<file path="config.mk">
export PLATFORM = sky130hd
export DESIGN_NAME = shift_light_bar_graph_top_flat
export DESIGN_NICKNAME = d
export VERILOG_FILES = /design/src/hdl/slbg_pkg.sv /design/src/hdl/slbg_in_if.sv /design/src/hdl/slbg_out_if.sv /design/src/hdl/slbg_prep.sv /design/src/hdl/slbg_div_cell.sv /design/src/hdl/slbg_out_stage.sv /design/src/hdl/shift_light_bar_graph_top.sv /design/src/flat_wrapper.sv
export SDC_FILE = /design/constraint.sdc
export NUM_CORES = 1
export LEC_CHECK = 0
export ABC_AREA = 0
export BUFFER_PORTS_ARGS = -buffer_cell sky130_fd_sc_hd__buf_2
export CAP_MARGIN = 20
export CORE_MARGIN = 2
export CORE_UTILIZATION = 55
export CTS_BUF_LIST = sky130_fd_sc_hd__clkbuf_4 sky130_fd_sc_hd__clkbuf_8
export CTS_CLUSTER_SIZE = 8
export DETAILED_ROUTE_END_ITERATION = 12
export HOLD_SLACK_MARGIN = 0.1
export PLACE_DENSITY = 0.72
export REMOVE_ABC_BUFFERS = 1
export SLEW_MARGIN = 20
export SYNTH_ARGS = -nofsm -noshare
export SYNTH_HDL_FRONTEND = slang
export SYNTH_HIERARCHICAL = 1
export SYNTH_SLANG_ARGS = --single-unit
export TNS_END_PERCENT = 100
</file>
<file path="constraint.sdc">
create_clock -name clk -period 7.7 [get_ports clk]
set_input_delay 1.155 -clock clk [delete_from_list [all_inputs] [get_ports clk]]
set_output_delay 1.155 -clock clk [all_outputs]
set_load 0.05 [all_outputs]
</file>
<file path="src/hdl/slbg_pkg.sv">
package slbg_pkg;

    localparam int SEGMENT_COUNT = 12;

    localparam int SPEED_W = 16;
    localparam int TIME_W  = 32;
    localparam int OUT_W   = 12;

    // quotient bits per divider, dividend width, segment count width
    localparam int QUO_W = $clog2(SEGMENT_COUNT);
    localparam int DIV_W = SPEED_W + QUO_W;
    localparam int CNT_W = $clog2(SEGMENT_COUNT + 1);

    // flash phase: even 125 ms phases lit, found from time_ms mod 250
    localparam int PHASE_MS     = 125;
    localparam int PHASE_PERIOD = 2 * PHASE_MS;
    localparam int POW8_MOD     = 256 % PHASE_PERIOD;
    localparam int POW16_MOD    = 65536 % PHASE_PERIOD;
    localparam int POW24_MOD    = (POW16_MOD * POW8_MOD) % PHASE_PERIOD;
    localparam int TRES_W       = 17;
    localparam int FOLD2_W      = 11;
    localparam int FOLD3_W      = 9;

    // configuration port
    localparam int CFG_IDX_W  = 3;
    localparam int CFG_DATA_W = 16;

    localparam logic [CFG_IDX_W-1:0] REG_START_THRESHOLD = 3'd0;
    localparam logic [CFG_IDX_W-1:0] REG_RED_THRESHOLD   = 3'd1;
    localparam logic [CFG_IDX_W-1:0] REG_FLASH_THRESHOLD = 3'd2;
    localparam logic [CFG_IDX_W-1:0] REG_FULL_THRESHOLD  = 3'd3;
    localparam logic [CFG_IDX_W-1:0] REG_FLASH_ENABLE    = 3'd4;

    typedef struct packed {
        logic [SPEED_W-1:0] start_threshold;
        logic [SPEED_W-1:0] red_threshold;
        logic [SPEED_W-1:0] flash_threshold;
        logic [SPEED_W-1:0] full_threshold;
        logic               flash_enable;
    } slbg_cfg_t;

    // one request on its way through the divider chain
    typedef struct packed {
        logic               active;   // valid sample and ordered thresholds
        logic               flash;    // flash mode applies
        logic               at_full;  // speed >= full threshold
        logic               below;    // speed < start threshold
        logic [DIV_W-1:0]   rem_c;    // bar count remainder
        logic [DIV_W-1:0]   rem_r;    // red index remainder
        logic [DIV_W-1:0]   divisor;  // range, pre-shifted for the current cell
        logic [QUO_W-1:0]   q_c;
        logic [QUO_W-1:0]   q_r;
        logic [TRES_W-1:0]  t_res;    // partly reduced time_ms mod 250
    } slbg_work_t;

endpackage

</file>
<file path="src/hdl/slbg_in_if.sv">
interface slbg_in_if
    import slbg_pkg::*;
();
    logic               valid;
    logic               ready;
    logic [SPEED_W-1:0] engine_speed;
    logic               speed_valid;
    logic [TIME_W-1:0]  time_ms;

    modport source (
        output valid, engine_speed, speed_valid, time_ms,
        input  ready
    );

    modport sink (
        input  valid, engine_speed, speed_valid, time_ms,
        output ready
    );
endinterface

</file>
<file path="src/hdl/slbg_out_if.sv">
interface slbg_out_if
    import slbg_pkg::*;
();
    logic             valid;
    logic             ready;
    logic [OUT_W-1:0] lit_mask;
    logic [OUT_W-1:0] red_mask;
    logic [OUT_W-1:0] yellow_mask;
    logic [OUT_W-1:0] green_mask;

    modport source (
        output valid, lit_mask, red_mask, yellow_mask, green_mask,
        input  ready
    );

    modport sink (
        input  valid, lit_mask, red_mask, yellow_mask, green_mask,
        output ready
    );
endinterface

</file>
<file path="src/hdl/slbg_prep.sv">
module slbg_prep
    import slbg_pkg::*;
(
    input  logic             clk,
    input  logic             rst_n,
    input  slbg_cfg_t        cfg,
    slbg_in_if.sink          sample,
    output logic             out_valid,
    input  logic             out_ready,
    output slbg_work_t       out_work
);

    logic       valid_reg;
    logic       valid_next;
    slbg_work_t work_reg;
    slbg_work_t work_next;
    logic       load;

    logic [SPEED_W-1:0] diff_c;
    logic [SPEED_W-1:0] diff_r;
    logic [SPEED_W-1:0] range_w;
    logic               order_ok;

    assign sample.ready = !valid_reg || out_ready;
    assign load         = sample.valid && sample.ready;

    always_comb
    begin
        diff_c   = sample.engine_speed - cfg.start_threshold;
        diff_r   = cfg.red_threshold - cfg.start_threshold;
        range_w  = cfg.full_threshold - cfg.start_threshold;
        order_ok = (cfg.start_threshold < cfg.red_threshold) &&
                   (cfg.red_threshold < cfg.flash_threshold) &&
                   (cfg.flash_threshold <= cfg.full_threshold);

        work_next.active  = sample.speed_valid && order_ok;
        work_next.flash   = cfg.flash_enable &&
                            (sample.engine_speed >= cfg.flash_threshold);
        work_next.at_full = sample.engine_speed >= cfg.full_threshold;
        work_next.below   = sample.engine_speed < cfg.start_threshold;
        work_next.rem_c   = DIV_W'(diff_c) * DIV_W'(SEGMENT_COUNT);
        work_next.rem_r   = DIV_W'(diff_r) * DIV_W'(SEGMENT_COUNT);
        work_next.divisor = DIV_W'(range_w) << (QUO_W - 1);
        work_next.q_c     = '0;
        work_next.q_r     = '0;
        // byte-wise fold: 2^8k taken mod 250
        work_next.t_res   = TRES_W'(sample.time_ms[31:24]) * TRES_W'(POW24_MOD) +
                            TRES_W'(sample.time_ms[23:16]) * TRES_W'(POW16_MOD) +
                            TRES_W'(sample.time_ms[15:8])  * TRES_W'(POW8_MOD) +
                            TRES_W'(sample.time_ms[7:0]);

        valid_next = sample.ready ? sample.valid : valid_reg;
    end

    always_ff @(posedge clk or negedge rst_n)
    begin
        if (!rst_n)
        begin
            valid_reg <= 1'b0;
        end
        else
        begin
            valid_reg <= valid_next;
        end
    end

    always_ff @(posedge clk)
    begin
        if (load)
        begin
            work_reg <= work_next;
        end
    end

    assign out_valid = valid_reg;
    assign out_work  = work_reg;

endmodule

</file>
<file path="src/hdl/slbg_div_cell.sv">
module slbg_div_cell
    import slbg_pkg::*;
(
    input  logic       clk,
    input  logic       rst_n,
    input  logic       in_valid,
    output logic       in_ready,
    input  slbg_work_t in_work,
    output logic       out_valid,
    input  logic       out_ready,
    output slbg_work_t out_work
);

    logic       valid_reg;
    logic       valid_next;
    slbg_work_t work_reg;
    slbg_work_t work_next;
    logic       take_c;
    logic       take_r;

    assign in_ready = !valid_reg || out_ready;

    // one restoring step for both dividers, divisor halves on the way out
    always_comb
    begin
        take_c = in_work.rem_c >= in_work.divisor;
        take_r = in_work.rem_r >= in_work.divisor;

        work_next         = in_work;
        work_next.rem_c   = take_c ? in_work.rem_c - in_work.divisor : in_work.rem_c;
        work_next.rem_r   = take_r ? in_work.rem_r - in_work.divisor : in_work.rem_r;
        work_next.divisor = in_work.divisor >> 1;
        work_next.q_c     = QUO_W'({in_work.q_c, take_c});
        work_next.q_r     = QUO_W'({in_work.q_r, take_r});

        valid_next = in_ready ? in_valid : valid_reg;
    end

    always_ff @(posedge clk or negedge rst_n)
    begin
        if (!rst_n)
        begin
            valid_reg <= 1'b0;
        end
        else
        begin
            valid_reg <= valid_next;
        end
    end

    always_ff @(posedge clk)
    begin
        if (in_valid && in_ready)
        begin
            work_reg <= work_next;
        end
    end

    assign out_valid = valid_reg;
    assign out_work  = work_reg;

endmodule

</file>
<file path="src/hdl/slbg_out_stage.sv">
module slbg_out_stage
    import slbg_pkg::*;
(
    input  logic       clk,
    input  logic       rst_n,
    input  logic       in_valid,
    output logic       in_ready,
    input  slbg_work_t in_work,
    slbg_out_if.source result
);

    logic             valid_reg;
    logic             valid_next;
    logic [OUT_W-1:0] lit_reg;
    logic [OUT_W-1:0] red_reg;
    logic [OUT_W-1:0] yellow_reg;
    logic [OUT_W-1:0] green_reg;
    logic [OUT_W-1:0] lit_next;
    logic [OUT_W-1:0] red_next;
    logic [OUT_W-1:0] yellow_next;
    logic [OUT_W-1:0] green_next;

    logic [FOLD2_W-1:0] fold2;
    logic [FOLD3_W-1:0] fold3;
    logic               phase_even;
    logic [CNT_W-1:0]   count;
    logic [CNT_W-1:0]   red_idx;
    logic [CNT_W-1:0]   yel_idx;
    logic [CNT_W-1:0]   seg;
    logic               exists;

    assign in_ready = !valid_reg || result.ready;

    always_comb
    begin
        // finish the mod 250 reduction; even phase when residue < 125
        fold2 = FOLD2_W'(in_work.t_res[16:8]) * FOLD2_W'(POW8_MOD) +
                FOLD2_W'(in_work.t_res[7:0]);
        fold3 = FOLD3_W'(fold2[10:8]) * FOLD3_W'(POW8_MOD) +
                FOLD3_W'(fold2[7:0]);
        phase_even = (fold3 < FOLD3_W'(PHASE_MS)) || (fold3 >= FOLD3_W'(PHASE_PERIOD));

        if (in_work.below)
        begin
            count = '0;
        end
        else if (in_work.at_full)
        begin
            count = CNT_W'(SEGMENT_COUNT);
        end
        else
        begin
            count = CNT_W'(in_work.q_c) + CNT_W'(1);
        end

        red_idx = CNT_W'(in_work.q_r);
        yel_idx = (red_idx > CNT_W'(1)) ? red_idx - CNT_W'(2) : '0;

        lit_next    = '0;
        red_next    = '0;
        yellow_next = '0;
        green_next  = '0;
        seg         = '0;
        exists      = 1'b0;

        for (int i = 0; i < OUT_W; i++)
        begin
            exists = i < SEGMENT_COUNT;
            seg    = exists ? CNT_W'(i) : '0;
            if (!in_work.active || !exists)
            begin
                lit_next[i] = 1'b0;
            end
            else if (in_work.flash)
            begin
                lit_next[i] = phase_even;
                red_next[i] = phase_even;
            end
            else if (seg < count)
            begin
                lit_next[i] = 1'b1;
                if (seg >= red_idx)
                begin
                    red_next[i] = 1'b1;
                end
                else if (seg >= yel_idx)
                begin
                    yellow_next[i] = 1'b1;
                end
                else
                begin
                    green_next[i] = 1'b1;
                end
            end
        end

        valid_next = in_ready ? in_valid : valid_reg;
    end

    always_ff @(posedge clk or negedge rst_n)
    begin
        if (!rst_n)
        begin
            valid_reg <= 1'b0;
        end
        else
        begin
            valid_reg <= valid_next;
        end
    end

    always_ff @(posedge clk)
    begin
        if (in_valid && in_ready)
        begin
            lit_reg    <= lit_next;
            red_reg    <= red_next;
            yellow_reg <= yellow_next;
            green_reg  <= green_next;
        end
    end

    assign result.valid       = valid_reg;
    assign result.lit_mask    = lit_reg;
    assign result.red_mask    = red_reg;
    assign result.yellow_mask = yellow_reg;
    assign result.green_mask  = green_reg;

    // colours split the lit bar exactly
    a_colours_cover_lit: assert property (@(posedge clk) disable iff (!rst_n)
        valid_reg |-> ((red_reg | yellow_reg | green_reg) == lit_reg))
        else $error("colour masks do not match lit mask");

    a_colours_disjoint: assert property (@(posedge clk) disable iff (!rst_n)
        valid_reg |-> (((red_reg & yellow_reg) == '0) &&
                       ((red_reg & green_reg) == '0) &&
                       ((yellow_reg & green_reg) == '0)))
        else $error("segment has more than one colour");

    a_bar_contiguous: assert property (@(posedge clk) disable iff (!rst_n)
        valid_reg |-> ((OUT_W'(lit_reg + OUT_W'(1)) & lit_reg) == '0))
        else $error("lit bar has a gap");

endmodule

</file>
<file path="src/hdl/shift_light_bar_graph_top.sv">
// Channel   Port      Direction  Payload
// -------   ------    ---------  ----------------------------------------------
// sample    sample    sink       engine_speed[15:0], speed_valid, time_ms[31:0]
// result    result    source     lit_mask, red_mask, yellow_mask, green_mask [11:0]
// config    cfg_*     write      cfg_index[2:0], cfg_data[15:0]
//
// One request per cycle sustained while the result side keeps ready high; the path is registered in
// a front stage, one divider cell per quotient bit, and the output register.
// Each cell resolves one quotient bit of both the bar count and the red index.
// Stages have their own valid bits, so bubbles close up while the output stalls.
// rst_n clears valid bits and thresholds; payload registers are not reset.
module shift_light_bar_graph_top
    import slbg_pkg::*;
(
    input  logic                  clk,
    input  logic                  rst_n,
    input  logic                  cfg_write,
    input  logic [CFG_IDX_W-1:0]  cfg_index,
    input  logic [CFG_DATA_W-1:0] cfg_data,
    slbg_in_if.sink               sample,
    slbg_out_if.source            result
);

    slbg_cfg_t cfg_reg;
    slbg_cfg_t cfg_next;

    logic       stage_valid [QUO_W+1];
    logic       stage_ready [QUO_W+1];
    slbg_work_t stage_work  [QUO_W+1];

    always_comb
    begin
        cfg_next = cfg_reg;
        if (cfg_write)
        begin
            unique case (cfg_index)
                REG_START_THRESHOLD: cfg_next.start_threshold = cfg_data;
                REG_RED_THRESHOLD:   cfg_next.red_threshold   = cfg_data;
                REG_FLASH_THRESHOLD: cfg_next.flash_threshold = cfg_data;
                REG_FULL_THRESHOLD:  cfg_next.full_threshold  = cfg_data;
                REG_FLASH_ENABLE:    cfg_next.flash_enable    = cfg_data[0];
                default:             cfg_next = cfg_reg;
            endcase
        end
    end

    always_ff @(posedge clk or negedge rst_n)
    begin
        if (!rst_n)
        begin
            cfg_reg <= '0;
        end
        else
        begin
            cfg_reg <= cfg_next;
        end
    end

    slbg_prep u_prep (
        .clk       (clk),
        .rst_n     (rst_n),
        .cfg       (cfg_reg),
        .sample    (sample),
        .out_valid (stage_valid[0]),
        .out_ready (stage_ready[0]),
        .out_work  (stage_work[0])
    );

    for (genvar k = 0; k < QUO_W; k++)
    begin : g_cell
        slbg_div_cell u_cell (
            .clk       (clk),
            .rst_n     (rst_n),
            .in_valid  (stage_valid[k]),
            .in_ready  (stage_ready[k]),
            .in_work   (stage_work[k]),
            .out_valid (stage_valid[k+1]),
            .out_ready (stage_ready[k+1]),
            .out_work  (stage_work[k+1])
        );
    end

    slbg_out_stage u_out (
        .clk      (clk),
        .rst_n    (rst_n),
        .in_valid (stage_valid[QUO_W]),
        .in_ready (stage_ready[QUO_W]),
        .in_work  (stage_work[QUO_W]),
        .result   (result)
    );

endmodule

</file>
<file path="src/flat_wrapper.sv">
// flat-port wrapper written by rule: the top's interface ports become plain ports
module shift_light_bar_graph_top_flat import slbg_pkg::*;
  (clk, rst_n, cfg_write, cfg_index, cfg_data, sample_valid, sample_engine_speed, sample_speed_valid, sample_time_ms, sample_ready, result_valid, result_lit_mask, result_red_mask, result_yellow_mask, result_green_mask, result_ready);
  slbg_in_if sample_i ();
  slbg_out_if result_i ();
  input  logic clk;
  input  logic rst_n;
  input  logic cfg_write;
  input  logic [CFG_IDX_W-1:0] cfg_index;
  input  logic [CFG_DATA_W-1:0] cfg_data;
  input wire logic [$bits(sample_i.valid)-1:0] sample_valid;
  input wire logic [$bits(sample_i.engine_speed)-1:0] sample_engine_speed;
  input wire logic [$bits(sample_i.speed_valid)-1:0] sample_speed_valid;
  input wire logic [$bits(sample_i.time_ms)-1:0] sample_time_ms;
  output wire logic [$bits(sample_i.ready)-1:0] sample_ready;
  output wire logic [$bits(result_i.valid)-1:0] result_valid;
  output wire logic [$bits(result_i.lit_mask)-1:0] result_lit_mask;
  output wire logic [$bits(result_i.red_mask)-1:0] result_red_mask;
  output wire logic [$bits(result_i.yellow_mask)-1:0] result_yellow_mask;
  output wire logic [$bits(result_i.green_mask)-1:0] result_green_mask;
  input wire logic [$bits(result_i.ready)-1:0] result_ready;
  assign sample_i.valid = sample_valid;
  assign sample_i.engine_speed = sample_engine_speed;
  assign sample_i.speed_valid = sample_speed_valid;
  assign sample_i.time_ms = sample_time_ms;
  assign sample_ready = sample_i.ready;
  assign result_valid = result_i.valid;
  assign result_lit_mask = result_i.lit_mask;
  assign result_red_mask = result_i.red_mask;
  assign result_yellow_mask = result_i.yellow_mask;
  assign result_green_mask = result_i.green_mask;
  assign result_i.ready = result_ready;
  shift_light_bar_graph_top u_core (.clk(clk), .rst_n(rst_n), .cfg_write(cfg_write), .cfg_index(cfg_index), .cfg_data(cfg_data), .sample(sample_i), .result(result_i));
endmodule
</file>
Word level (Yosys, flattened, before mapping)
Cells that the tools add are included.

Output and inout bits: 50. Bits of input ports: 73. Bits in writable memories: 0. Bits in latches: 0. Bits in registers: 464. ROM bits: 0. Logic and storage cells: 311. Memories: 0.

Reduce and logical (&&, ||, !) cells: 41. $add $sub $neg: 16. Bitwise gates (word level): 13. Shifts and indexed selects: 0. Divide/modulo/power cells: 0. Equality and inequality tests: 4. $lt $le $gt $ge: 53. Multiplexer cells: 93. Multiply operators: 7.

Operators with widths (number): 2-to-1 mux 20 bit (6); 2-to-1 mux 1 bit (84); < comparator 16 bit (3); OR reduction 4 bit (12); subtractor 16 bit (3); >= comparator 20 x 16 -> 1 bit (2); >= comparator 20 x 17 -> 1 bit (2); >= comparator 20 x 18 -> 1 bit (2); >= comparator 20 x 19 -> 1 bit (2); subtractor 20 x 17 -> 20 bit (2); subtractor 20 x 18 -> 20 bit (2); subtractor 20 x 19 -> 20 bit (2); multiplier 16 x 2 -> 18 bit, second input constant (2); >= comparator 16 bit (2); >= comparator 3 x 4 -> 1 bit, first input constant (8); >= comparator 4 bit, first input constant (8); adder 16 x 14 -> 17 bit (1); adder 17 x 11 -> 17 bit (1); adder 17 x 8 -> 17 bit (1); >= comparator 1 x 4 -> 1 bit, first input constant (4); >= comparator 2 x 4 -> 1 bit, first input constant (4); <= comparator 16 bit (1); < comparator 3 x 4 -> 1 bit, first input constant (4); < comparator 4 bit, first input constant (4); 24 further kinds (65).

Depth between registers and ports, before layout
Gate-level depths: netlist (run 1).

Depth after elaboration: 8. Gate-level depth with buffers: 26. Mapped depth without buffers: 25.

Hierarchy
Netlist (run 1), hierarchy kept.

Modules (own cells, without submodules): slbg_div_cell at u_core.g_cell[2].u_cell ... (seq. area each 2667.6 um2, area an instance 5462.7 um2, cells each 517, times used 2); slbg_prep (seq. area each 2217.1 um2, area an instance 9912.0 um2, cells each 1055, times used 1); slbg_div_cell at u_core.g_cell[1].u_cell (seq. area each 2667.6 um2, area an instance 5494.0 um2, cells each 511, times used 1); slbg_div_cell at u_core.g_cell[0].u_cell (seq. area each 2667.6 um2, area an instance 5427.7 um2, cells each 518, times used 1); slbg_out_stage (seq. area each 1466.4 um2, area an instance 3437.0 um2, cells each 351, times used 1); shift_light_bar_graph_top (seq. area each 1626.6 um2, area an instance 2503.7 um2, cells each 141, times used 1).

Worst setup path before layout (run 1)
No wires, ideal clock.

Kind: input port to flip-flop. Start point: input port sample_time_ms[25]. End point: register u_core.u_prep.work_reg, in the netlist u_core/u_prep/out_work[16] (data pin). Arrival: 5.268 ns. Path buffers: 0. Cell stages on the path: 16. Data required time: 7.445 ns. Setup time: 0.255 ns. Setup slack: 2.177 ns. Cells stage by stage: ha_1 > fa_1 > inv_1 > fa_1 > inv_1 > ha_1 > o21a_1 > o21ai_1 > nor2b_1 > xnor2_1 > fa_1 > ha_1 > ha_1 > o41a_1 > a31o_1 > a31o_1.

RTL lines: from (decl) (RTL line flat_wrapper.sv:14) `input wire logic [$bits(sample_i.time_ms)-1:0] sample_time_ms;`; to (signal assigned) (RTL line slbg_prep.sv:71) `work_reg <= work_next;`; to (decl) (RTL line slbg_prep.sv:15) `slbg_work_t work_reg;`.

Worst setup path in the final report (run 1)
Start point: register u_core.g_cell[3].u_cell.work_reg, in the netlist u_core/g_cell[3].u_cell/out_work[9]. End point: register u_core.u_out.red_reg[0] (netlist: u_core/u_out/result.red_mask[0]) (data pin).

Cells in the longest elaborated chain, start to end: 7. Elaborated cells between the ends (all ways): 8. Classes of those cells: 2 x add/sub; 2 x mul; 2 x order compare; 1 x mux; 1 x reduce/logical.

Ends and longest elaborated chain: from (decl) (RTL line slbg_div_cell.sv:16) `slbg_work_t work_reg;`; from (signal assigned) (RTL line slbg_div_cell.sv:55) `work_reg <= work_next;`; multiplier 9 x 2 -> 10 bit (*) (RTL line slbg_out_stage.sv:37) `fold2 = FOLD2_W'(in_work.t_res[16:8]) * FOLD2_W'(POW8_MOD) +`; adder 11 x 8 -> 11 bit (*) (RTL line slbg_out_stage.sv:37); multiplier 3 x 2 -> 5 bit (RTL line slbg_out_stage.sv:39) `fold3 = FOLD3_W'(fold2[10:8]) * FOLD3_W'(POW8_MOD) +`; adder 6 x 8 -> 9 bit (*) (RTL line slbg_out_stage.sv:39); < comparator 9 x 7 -> 1 bit or >= comparator 9 x 8 -> 1 bit (tied branches) (RTL line slbg_out_stage.sv:41) `phase_even = (fold3 < FOLD3_W'(PHASE_MS)) || (fold3 >= FOLD3_W'(PHASE_PERIOD));`; logical OR 1 bit (*) (RTL line slbg_out_stage.sv:41); 2-to-1 mux 1 bit (*) (RTL line slbg_out_stage.sv:74) `else if (in_work.flash)`; to (signal assigned) (RTL line slbg_out_stage.sv:117) `red_reg <= red_next;`; to (decl) (RTL line slbg_out_stage.sv:15) `logic [OUT_W-1:0] red_reg;`.

Every way passes the cells marked *; elsewhere a longest branch is shown, timed or not. A chain may end at the register's enable or synchronous reset.

==> impl_results.md, run 1 <==
- Average size of a mapped cell: between 10 and 15 sq um
- Clock Tree Buf Depth: 3
- RSZ-0062 raised after global routing: no
- Starting density of the core: 0.559
- Root Buffer: clkbuf_8
- Nets: ~3,900
- I/O pins: about 120
- Number of port buffers: around 120
- Setup TNS: 0 ns
- Syn Inst Count: approximately 3,300
- CTS sink count: ~470
- Worst path max stage delay: 0.42 ns
- Detailed Place HPWL: about 64,000 um
- Largest net degree at the start of global routing: 74
- Post-route worst setup slack: ~2.1 ns
- Most common cell on crit path: ha_1
- Required @ worst endpoint: just over 8 ns
- Fmax: around 180 MHz
- TritonCTS Buffers: 82
- Crit-path cells: ha_1 -> inv_1 -> fa_1 -> nor2b_1 -> o21a_1 -> nor2_1 -> xnor2_1 -> ha_1 -> or2_2 -> o311a_1 -> o21ai_0 -> xnor2_1 -> ha_1 -> ha_1 -> nor2_1 -> mux2_2 -> ha_1 -> a21oi_1 -> xor2_1 -> nor4_1 -> a21oi_1 -> a311o_1 -> o31a_4 -> o41ai_1
- First-pass GRT wire length: 128,000 um
- Rows: 90
- CTS resizes: 0
- Initial antenna violation count: 1
- Crit Path Class: reg2reg
- CTS clk-pin slew, worst paths: 0.06 ns
- Area delta synth->final: 8.12%
- Routed WL: between 70,000 and 80,000 um
- Tmin final: between 5 and 6 ns
- Post-place setup slack: 1.79 ns
- Crit. End Element: flop
- Worst hold path depth: 0
- Die width: roughly 250 um
- Setup violators final: 0
- Placer Congestion: 0.939
- Hold buffers post-CTS: 0
- DR pass1 iterations: 5
- Status: finished, final reports clean
- Max Cap Viol: 0
- Die Area: approximately 64,000 sq um
- Largest register FFs: approximately 280
- Drt drc: 0
- Final hold vios: 0
- YS warnings: 6
- Period utilisation layout: 0.728
- Layout cells sized above 1: 0.121
- Core ar.: between 60,000 and 70,000 sq um
- Worst Max-Slew Pin Slew: 1.01 ns
- Reg2reg setup slack: between 2 and 2.5 ns
- Max-slew violations: 0
- Vias per cell: roughly 5.9
- Worst Hold Class: reg2reg
- TritonCTS clock tree: built
- Critical path's slowest cell: nor4_1
- Worst Skew: between 0.04 and 0.05 ns
- Most common cell after layout, fill and taps aside: ha_1
- Via count: approximately 25,000
- DR WL/cell: 19.0 um
- Min-Delay Endpoint: u_core/g_cell[2].u_cell/out_work[14]
- Grt ovf: 0
- Vias in the first global route: between 20,000 and 25,000
- Arrival time worst endpoint: around 6.1 ns
- Most frequent cells in the layout: 403 x ha_1, 402 x edfxtp_1, 278 x inv_1
- Final ANT Viol Nets: 0
- Layout Utilization: 0.604
- Hold Crit Start: u_core/g_cell[1].u_cell/out_work[14]
- R2r startpoint: u_core/g_cell[3].u_cell/out_work[9]
- Synthesized area: roughly 34,000 sq um
- Top fanout value on the critical path: 24
- Max-Slew Margin vs Limit: 0.326
- GRT Overall Usage: 0.253
- Worst-Skew Late Latency: between 0.6 and 0.7 ns
- Chip height: ~250 um
- Reg2reg end: u_core/u_out/result.red_mask[0]
- R2r worst-path depth: 24
- Startpoint Class: flop
- Setup Fix Bufs, Post-CTS: 0
- H-tree lvl count: 3
- Iter 0 DRT Violations: approximately 1,800
-- layout make-up --
cell class | instances | area (sq um)
diodes | 1 | 2.50
clock buffers | 111 | 1370
clock inverters | 29 | 293
fillers | 4993 | 24000
inverters | 280 | 1050
multi-input cells | 2403 | 18400
flip-flops and latches | 473 | 13800
well taps | 782 | 978
repair buffers | 129 | 666
-- stage by stage --
step                hold slack, ns  instances  area, sq um
floorplan                    0.400       3156        33300
global placement             0.402       4067        35000
detailed placement           0.405       4067        35000
CTS                          0.380       4207        36600
global route                 0.396       4208        36600
finish                       0.389       4208        36600
-- per-layer routing --
layer,track usage,part of all wire,up-vias
met3,0.0287,0.036,145
met2,0.450,0.50,585
met5,0,0,-
li1,-,-,12200
met1,0.315,0.43,11800
met4,0.0969,0.033,0
-- worst max-delay path: cells and delay by family, from the launching register on --
family	cells	cell delay (ns)
fa+ha+maj	6	1.63
compound gates	8	1.52
mux	1	0.27
flops	1	0.39
simple gates	5	1.07
buf+inv	1	0.06
xor+xnor	3	0.49
-- worst max path at each step --
stage                                            endpoint                           startpoint  cells past startpoint
after floorplan                u_core/u_prep/out_work[16]                   sample_time_ms[25]                     16
after global placement         u_core/u_prep/out_work[16]                   sample_time_ms[25]                     19
after detailed placement       u_core/u_prep/out_work[16]                   sample_time_ms[25]                     19
after CTS                 u_core/u_out/result.red_mask[0]  u_core/g_cell[3].u_cell/out_work[9]                     24
after global routing      u_core/u_out/result.red_mask[5]  u_core/g_cell[3].u_cell/out_work[9]                     24
final                     u_core/u_out/result.red_mask[0]  u_core/g_cell[3].u_cell/out_work[9]                     24
Power of run 1 is not shown: default switching activity piles up to over one toggle a cycle in this logic, so the estimate is an artifact.
==> run 2, diff against run 1 <==
--- a/config.mk
+++ b/config.mk
@@ -5,7 +5,7 @@
 export SDC_FILE = /design/constraint.sdc
 export NUM_CORES = 1
 export LEC_CHECK = 0
-export ABC_AREA = 0
+export ABC_AREA = 1
 export BUFFER_PORTS_ARGS = -buffer_cell sky130_fd_sc_hd__buf_2
 export CAP_MARGIN = 20
 export CORE_MARGIN = 2
@@ -14,7 +14,7 @@
 export CTS_CLUSTER_SIZE = 8
 export DETAILED_ROUTE_END_ITERATION = 12
 export HOLD_SLACK_MARGIN = 0.1
-export PLACE_DENSITY = 0.72
+export PLACE_DENSITY = 0.75
 export REMOVE_ABC_BUFFERS = 1
 export SLEW_MARGIN = 20
 export SYNTH_ARGS = -nofsm -noshare
==> constraint.sdc (replaced) <==
create_clock -name clk -period 4.95 [get_ports clk]
set_input_delay 0.7425 -clock clk [delete_from_list [all_inputs] [get_ports clk]]
set_output_delay 0.7425 -clock clk [all_outputs]
set_load 0.05 [all_outputs]
==> run 2 against run 1 <==
Sequential cell count unchanged; final cell count increased by 34%; synthesized area increased by 6.7%.
==> impl_results.md, run 2 <==
- Grt ovf: 0 (unchanged)
- Largest register FFs: 281 (unchanged)
- Average size of a mapped cell: 8.00 sq um (-23%)
- H-tree lvl count: 3 (unchanged)
- Iter 0 DRT Violations: 1,425 (-20%)
- Synthesized area: 36,100 sq um (+6.7%)
- Most common cell on crit path: nand2_1
- Net Sw Frac: 0.491
- Setup TNS: 0 ns (unchanged)
- Logic pwr share: 0.634
- Max-Slew Margin vs Limit: 0.340 (+0.0142)
- Final instance area: 39,700 sq um (+8.3%)
- Layout cells sized above 1: 0.0977 (-0.0228)
- Crit Path Class: reg2reg
- YS warnings: 6 (unchanged)
- Detailed Place HPWL: 70,500 um (+10%)
- Tmin final: 4.66 ns (-0.945 ns)
- I/O pins: 123 (unchanged)
- Layout Utilization: 0.613 (+0.00840)
- Drt drc: 0 (unchanged)
- Critical path's slowest cell: edfxtp_1
- Largest net degree at the start of global routing: 87 (+18%)
- Worst path max stage delay: 0.38 ns (-0.04 ns)
- Worst Skew: 0.0504 ns (+0.00334 ns)
- PD cells: about 770 nW/um^2
- Tot Pwr: just over 30 mW
- Reg power frac: 0.249
- Sw power: 15.0 mW
- Syn Inst Count: 4,519 (+39%)
- Nets: 5,252 (+35%)
- DR pass1 iterations: 8 (+3)
- # fillers: 5,801 (+16%)
- Fmax: 215 MHz (+20%)
- TritonCTS clock tree: built
- Die width: 260 um (+3.2%)
- Placed Area: 37,800 sq um (+8.2%)
- Root Buffer: clkbuf_8
- Arrival time worst endpoint: 5.08 ns (-0.98 ns)
- GRT Overall Usage: 0.261 (+0.00826)
- TritonCTS Buffers: 83 (+1.2%)
- Period utilisation layout: 0.941 (+0.213)
- Setup violators final: 0 (unchanged)
- Final hold vios: 0 (unchanged)
- Max Cap Viol: 0 (unchanged)
- Most frequent cells in the layout: 1,476 x nand2_1, 671 x inv_1, 402 x edfxtp_1
- Vias per cell: 5.22 (-11%)
- Area delta synth->final: 9.73%
- Worst Max-Slew Pin Slew: 0.990 ns (-0.0213 ns)
- Power Internal: 15.5 mW
- Worst-Skew Late Latency: 0.71 ns (+0.03 ns)
- Die Area: 67,800 sq um (+6.6%)
- Startpoint Class: flop
- Initial antenna violation count: 1 (unchanged)
- Final ANT Viol Nets: 0 (unchanged)
- Crit. End Element: flop
- Hold buffers post-CTS: 0 (unchanged)
- Number of port buffers: 122 (unchanged)
- Lkg Pwr: 20.1 nW
- Required @ worst endpoint: 5.37 ns (-2.79 ns)
- Routed WL: 87,800 um (+9.7%)
- Worst Hold Class: in2async
- DR WL/cell: 15.5 um (-18%)
- Core ar.: 64,700 sq um (+6.8%)
- Chip height: 260 um (+3.2%)
- Placer Congestion: 0.959 (+2.1%)
- CTS sink count: 473 (unchanged)
- Max-slew violations: 0 (unchanged)
- Status: finished, final reports clean
- Top fanout value on the critical path: 6 (-75%)
- CTS clk-pin slew, worst paths: 0.06 ns (about the same)
- Most common cell after layout, fill and taps aside: nand2_1
- Rows: 93 (+3.3%)
- Max IR drop VDD: between 600 and 700 uV
- First-pass GRT wire length: 141,000 um (+10%)
- Clock group share of total power: 0.117
- Clock Tree Buf Depth: 3 (unchanged)
- Via count: 29,500 (+20%)
- Vias in the first global route: 28,800 (+16%)
- Starting density of the core: 0.559 (about the same)
[run 2: cell count changes in the layout (fill, tap and decap cells not counted), sizes merged, moves of 39 or more]
cell | previous run | this run
buf | 129 | 168
o21a | 56 | 8
inv | 285 | 700
nor2 | 182 | 306
nand2 | 233 | 1533
nand3 | 53 | 296
mux2 | 86 | 0
xnor2 | 123 | 53
o21ai | 238 | 94
a21o | 82 | 12
xor2 | 62 | 106
nand2b | 55 | 0
nor2b | 61 | 0
[run 2: power groups by stage]
stage                     logic (mW)  clock network, mW  registers (mW)
final                           19.3               3.57            7.59
after global routing            22.0               3.84            7.72
after CTS                       18.6               3.66            7.58
after detailed placement        18.5                  0            7.65
after global placement          18.3                  0            7.60
after floorplan                 13.8                  0            7.77
[run 2: per-layer routing]
metal / vias up / wire, um / track usage
met5: - / 0 / 0
met4: 0 / 3810 / 0.112
met3: 194 / 3860 / 0.0319
met2: 746 / 42500 / 0.459
met1: 13400 / 37600 / 0.323
li1: 15100 / - / -
[run 2: path summary, 6_finish.rpt]
kind,endpoint,slack [ns],cells after the start,startpoint
worst max-delay path,u_core/u_out/result.lit_mask[5],0.29,41,u_core/g_cell[3].u_cell/out_work[9]
worst min-delay path,u_core/cfg_reg[29],0.22,1,rst_n
worst max register to register,u_core/u_out/result.lit_mask[5],0.29,41,u_core/g_cell[3].u_cell/out_work[9]
worst min register to register,u_core/g_cell[2].u_cell/out_work[13],0.41,0,u_core/g_cell[1].u_cell/out_work[13]
max in group asynchronous,u_core/cfg_reg[52],4.07,1,rst_n
min in group clk,u_core/u_prep/out_work[0],0.25,1,sample_time_ms[0]
[run 2: what timing repair did]
item | in CTS | in global routing
gates resized for setup | 0 | 30
setup endpoints to repair | 0 | 24
setup buffers | 0 | 5
[run 2: through the flow]
stage	cells	hold slack [ns]	worst slack, ns
CTS	5645	0.202	0.0994
global route	5654	0.215	-0.0699
floorplan	4480	0.400	-0.774
detailed placement	5498	0.405	-0.303
global placement	5498	0.400	-0.281
finish	5654	0.220	0.293
[run 2: critical path, delay by kind of cell, from the launching register on]
| family | cells | cell delay, ns |
|---|---|---|
| adders and majority gates | 5 | 1.25 |
| buffers and inverters | 8 | 0.53 |
| AOI/OAI and AO/OA | 1 | 0.15 |
| xor gates and xnor gates | 1 | 0.12 |
| and+or+nand+nor | 26 | 1.98 |
| DFF | 1 | 0.38 |
[run 2: cell type report]
type,instances,area (sq um),area share
clock buffers,111,1360,0.0343
well taps,855,1070,0.0270
flip-flops and latches,473,13800,0.349
repair buffers,168,996,0.0251
diodes,1,2.50,0.0000631
clock inverters,36,272,0.00685
multi-input cells,3315,19500,0.491
inverters,695,2620,0.0662
(Power assumes the default switching activity.)
==> run 3, diff against run 2 <==
--- a/config.mk
+++ b/config.mk
@@ -19,6 +19,5 @@
 export SLEW_MARGIN = 20
 export SYNTH_ARGS = -nofsm -noshare
 export SYNTH_HDL_FRONTEND = slang
-export SYNTH_HIERARCHICAL = 1
 export SYNTH_SLANG_ARGS = --single-unit
 export TNS_END_PERCENT = 100
==> run 3 against run 2 <==
Final area fell by 12%; synthesized cell count is 23% lower; wire length fell by 20%; global-route usage is 2.2 points lower; critical endpoint is now u_core.u_out.result.lit_mask[2]; register-to-register slack lost 0.098 ns; clock skew decreased by 0.016 ns; highest routed layer unchanged; non-clock buffer count is 10 higher; final cell count shrank 20%.
==> impl_results.md, run 3 <==
- Status: finished, final reports clean
- TritonCTS clock tree: built
- Cell taking the most area after synthesis: edfxtp_1
- Iter 0 DRT Violations: 1,331 (-6.6%)
- Adder-cell share of the synthesized area: 0.172
- Number of port buffers: 122 (unchanged)
- Fraction of registers with async set/reset: 0.156
- Crit Path Class: reg2reg
- Starting density of the core: 0.557 (-0.00162)
- Top cells by count, synth: 739 x nand2_1, 525 x inv_1, 383 x edfxtp_1
- Most numerous cell in the Yosys netlist: nand2_1
- Commonest register cell after synthesis: edfxtp_1
- Largest cells by area after synthesis: edfxtp_1 37%, ha_1 15%, nand2_1 8.8%
- Most common cell after layout, fill and taps aside: nand2_1
- Rows: 87 (-6.5%)
- Setup violators final: 0 (unchanged)
- Multi-input logic area: 16,200 sq um (-17%)
- CTS sink count: 454 (-4.0%)
- Largest net degree at the start of global routing: 78 (-10%)
- First-pass GRT wire length: 114,000 um (-19%)
- Synthesized area: 31,400 sq um (-13%)
- Worst path max stage delay: 0.37 ns (about the same)
- Worst Skew: 0.0348 ns (-0.0156 ns)
- Fmax: 210 MHz (-2.1%)
- Core ar.: 56,400 sq um (-13%)
- TritonCTS Buffers: 78 (-6.0%)
- Placer Congestion: 0.950 (-0.90%)
- Drt drc: 0 (unchanged)
- Initial antenna violation count: 0 (-1)
- Post-synthesis mux area share: 0
- Average size of a mapped cell: 9.00 sq um (+13%)
- Crit. End Element: flop
- Required @ worst endpoint: 5.34 ns (-0.03 ns)
- Syn Inst Count: 3,490 (-23%)
- Final hold vios: 0 (unchanged)
- DR WL/cell: 15.6 um (+0.50%)
- Unique masters post-synth: roughly 60
- Placed cells: 4,374 (-20%)
- Clock Tree Buf Depth: 3 (unchanged)
- Tmin final: 4.75 ns (+0.0980 ns)
- Most common cell on crit path: nand2_1
- Root Buffer: clkbuf_8
- Vias per cell: 5.33 (+2.1%)
- Via count: 24,100 (-18%)
- Max Cap Viol: 0 (unchanged)
- Die width: 243 um (-6.7%)
- Worst Hold Class: in2reg
- Layout Utilization: 0.621 (+0.00822)
- Antenna cells: 0 (-1)
- Simple-gate share of the synthesized area: 0.167
- Vias in the first global route: 23,500 (-18%)
- Top fanout value on the critical path: 6 (unchanged)
- Startpoint Class: flop
- Critical path's slowest cell: fa_2
- Area delta synth->final: 11.5%
- RSZ-0062 raised after global routing: yes
- Max-Slew Margin vs Limit: 0.350 (+0.00983)
- Detailed Place HPWL: 56,000 um (-21%)
- Compound-Gate Fraction of Synth Area: 0.117
- Most frequent cells in the layout: 718 x nand2_1, 517 x inv_1, 383 x edfxtp_1
- CTS clk-pin slew, worst paths: 0.06 ns (about the same)
- YS warnings: 0 (-6)
- Final non-filler cell total: 4,523 (-20%)
- H-tree lvl count: 3 (unchanged)
- Arrival time worst endpoint: 5.15 ns (+0.07 ns)
- EDFF count, synth: about 380
- Layout cells sized above 1: 0.114 (+0.0159)
- Chip height: 243 um (-6.7%)
- Worst Max-Slew Pin Slew: 0.969 ns (-0.0204 ns)
- # fillers: 4,876 (-16%)
- I/O pins: 123 (unchanged)
- Post-synthesis register bit count: between 400 and 500
- Nets: 4,198 (-20%)
- Share of the synthesized area in the top cell type: 0.366
- GRT Overall Usage: 0.239 (-0.0222)
- Final ANT Viol Nets: 0 (unchanged)
- Worst-Skew Late Latency: 0.66 ns (-0.05 ns)
- FF+latch area: 13,300 sq um (-4.1%)
- DR pass1 iterations: 5 (-3)
- Largest register FFs: 262 (-6.8%)
- Period utilisation layout: 0.961 (+0.0198)
- Post-synthesis xor/xnor area fraction: 0.0505
- Routed WL: 70,500 um (-20%)
- Sequential fraction of the synthesis area: 0.423
- Grt ovf: 0 (unchanged)
- Max-slew violations: 0 (unchanged)
- Die Area: 59,000 sq um (-13%)
- Largest family of logic cells by synthesized area: adder cells
[run 3: path summary, 6_finish.rpt]
kind	start	endpoint	slack, ns	cells past startpoint
max in group asynchronous	rst_n	u_core.cfg_reg[35]	3.81	3
worst min register to register	u_core.g_cell[2].u_cell.out_work[1]	u_core.g_cell[3].u_cell.out_work[1]	0.39	0
worst min-delay path	sample_time_ms[0]	u_core.u_prep.out_work[0]	0.26	1
worst max-delay path	u_core.g_cell[3].u_cell.out_work[8]	u_core.u_out.result.lit_mask[2]	0.20	33
worst max register to register	u_core.g_cell[3].u_cell.out_work[8]	u_core.u_out.result.lit_mask[2]	0.20	33
min in group asynchronous	rst_n	u_core.g_cell[1].u_cell.out_valid	0.55	2
[run 3: final cells by class]
| class | instances | share of cell area |
|---|---|---|
| Timing Repair Buffer | 178 | 0.0303 |
| Sequential cell | 454 | 0.379 |
| Clock buffer | 103 | 0.0369 |
| Multi-Input combinational cell | 2475 | 0.462 |
| Tap cell | 756 | 0.0270 |
| Inverter | 530 | 0.0568 |
| Clock inverter | 27 | 0.00740 |
[run 3: critical path, delay by kind of cell (launching register included)]
| kind | cells | cell delay, ns |
|---|---|---|
| adder cells (fa/ha/maj) | 6 | 1.52 |
| XOR/XNOR | 2 | 0.40 |
| buffers and inverters | 3 | 0.21 |
| AO/OA/AOI/OAI | 1 | 0.12 |
| AND/OR/NAND/NOR | 21 | 1.87 |
| flip-flops | 1 | 0.36 |
[run 3: timing repair]
item,in CTS,in global routing
gates cloned,0,3
hold endpoints to repair,0,16
setup endpoints to repair,1,24
gates resized for setup,1,57
pin swaps,0,39
hold buffers,0,1
buffers inserted,0,13
[run 3: kinds of logic after synthesis]
family,count (synthesis)
XOR/XNOR,181
flip-flops,454
adder cells (fa/ha/maj),408
buffers and inverters,564
AO/OA/AOI/OAI,644
AND/OR/NAND/NOR,1239
[run 3: per-layer routing]
layer / wire length [um] / GRT usage / vias to the layer above / part of all wire
li1: - / - / 12300 / -
met1: 30600 / 0.302 / 11100 / 0.43
met2: 34300 / 0.418 / 581 / 0.49
met3: 2920 / 0.0320 / 166 / 0.041
met4: 2640 / 0.0866 / 0 / 0.037
met5: 0 / 0 / - / 0
[run 3: per-stage QoR]
step	worst slack (ns)	area [sq um]	setup TNS (ns)	hold slack (ns)
after floorplan	-0.0187	31200	-0.0187	0.400
after global placement	-0.242	33000	-1.36	0.401
after detailed placement	-0.311	33000	-1.83	0.405
after CTS	0.0232	34600	0	0.202
after global routing	-0.166	35000	-3.60	0.201
final	0.195	35000	0	0.256
Power of run 3 is left out for the same reason.
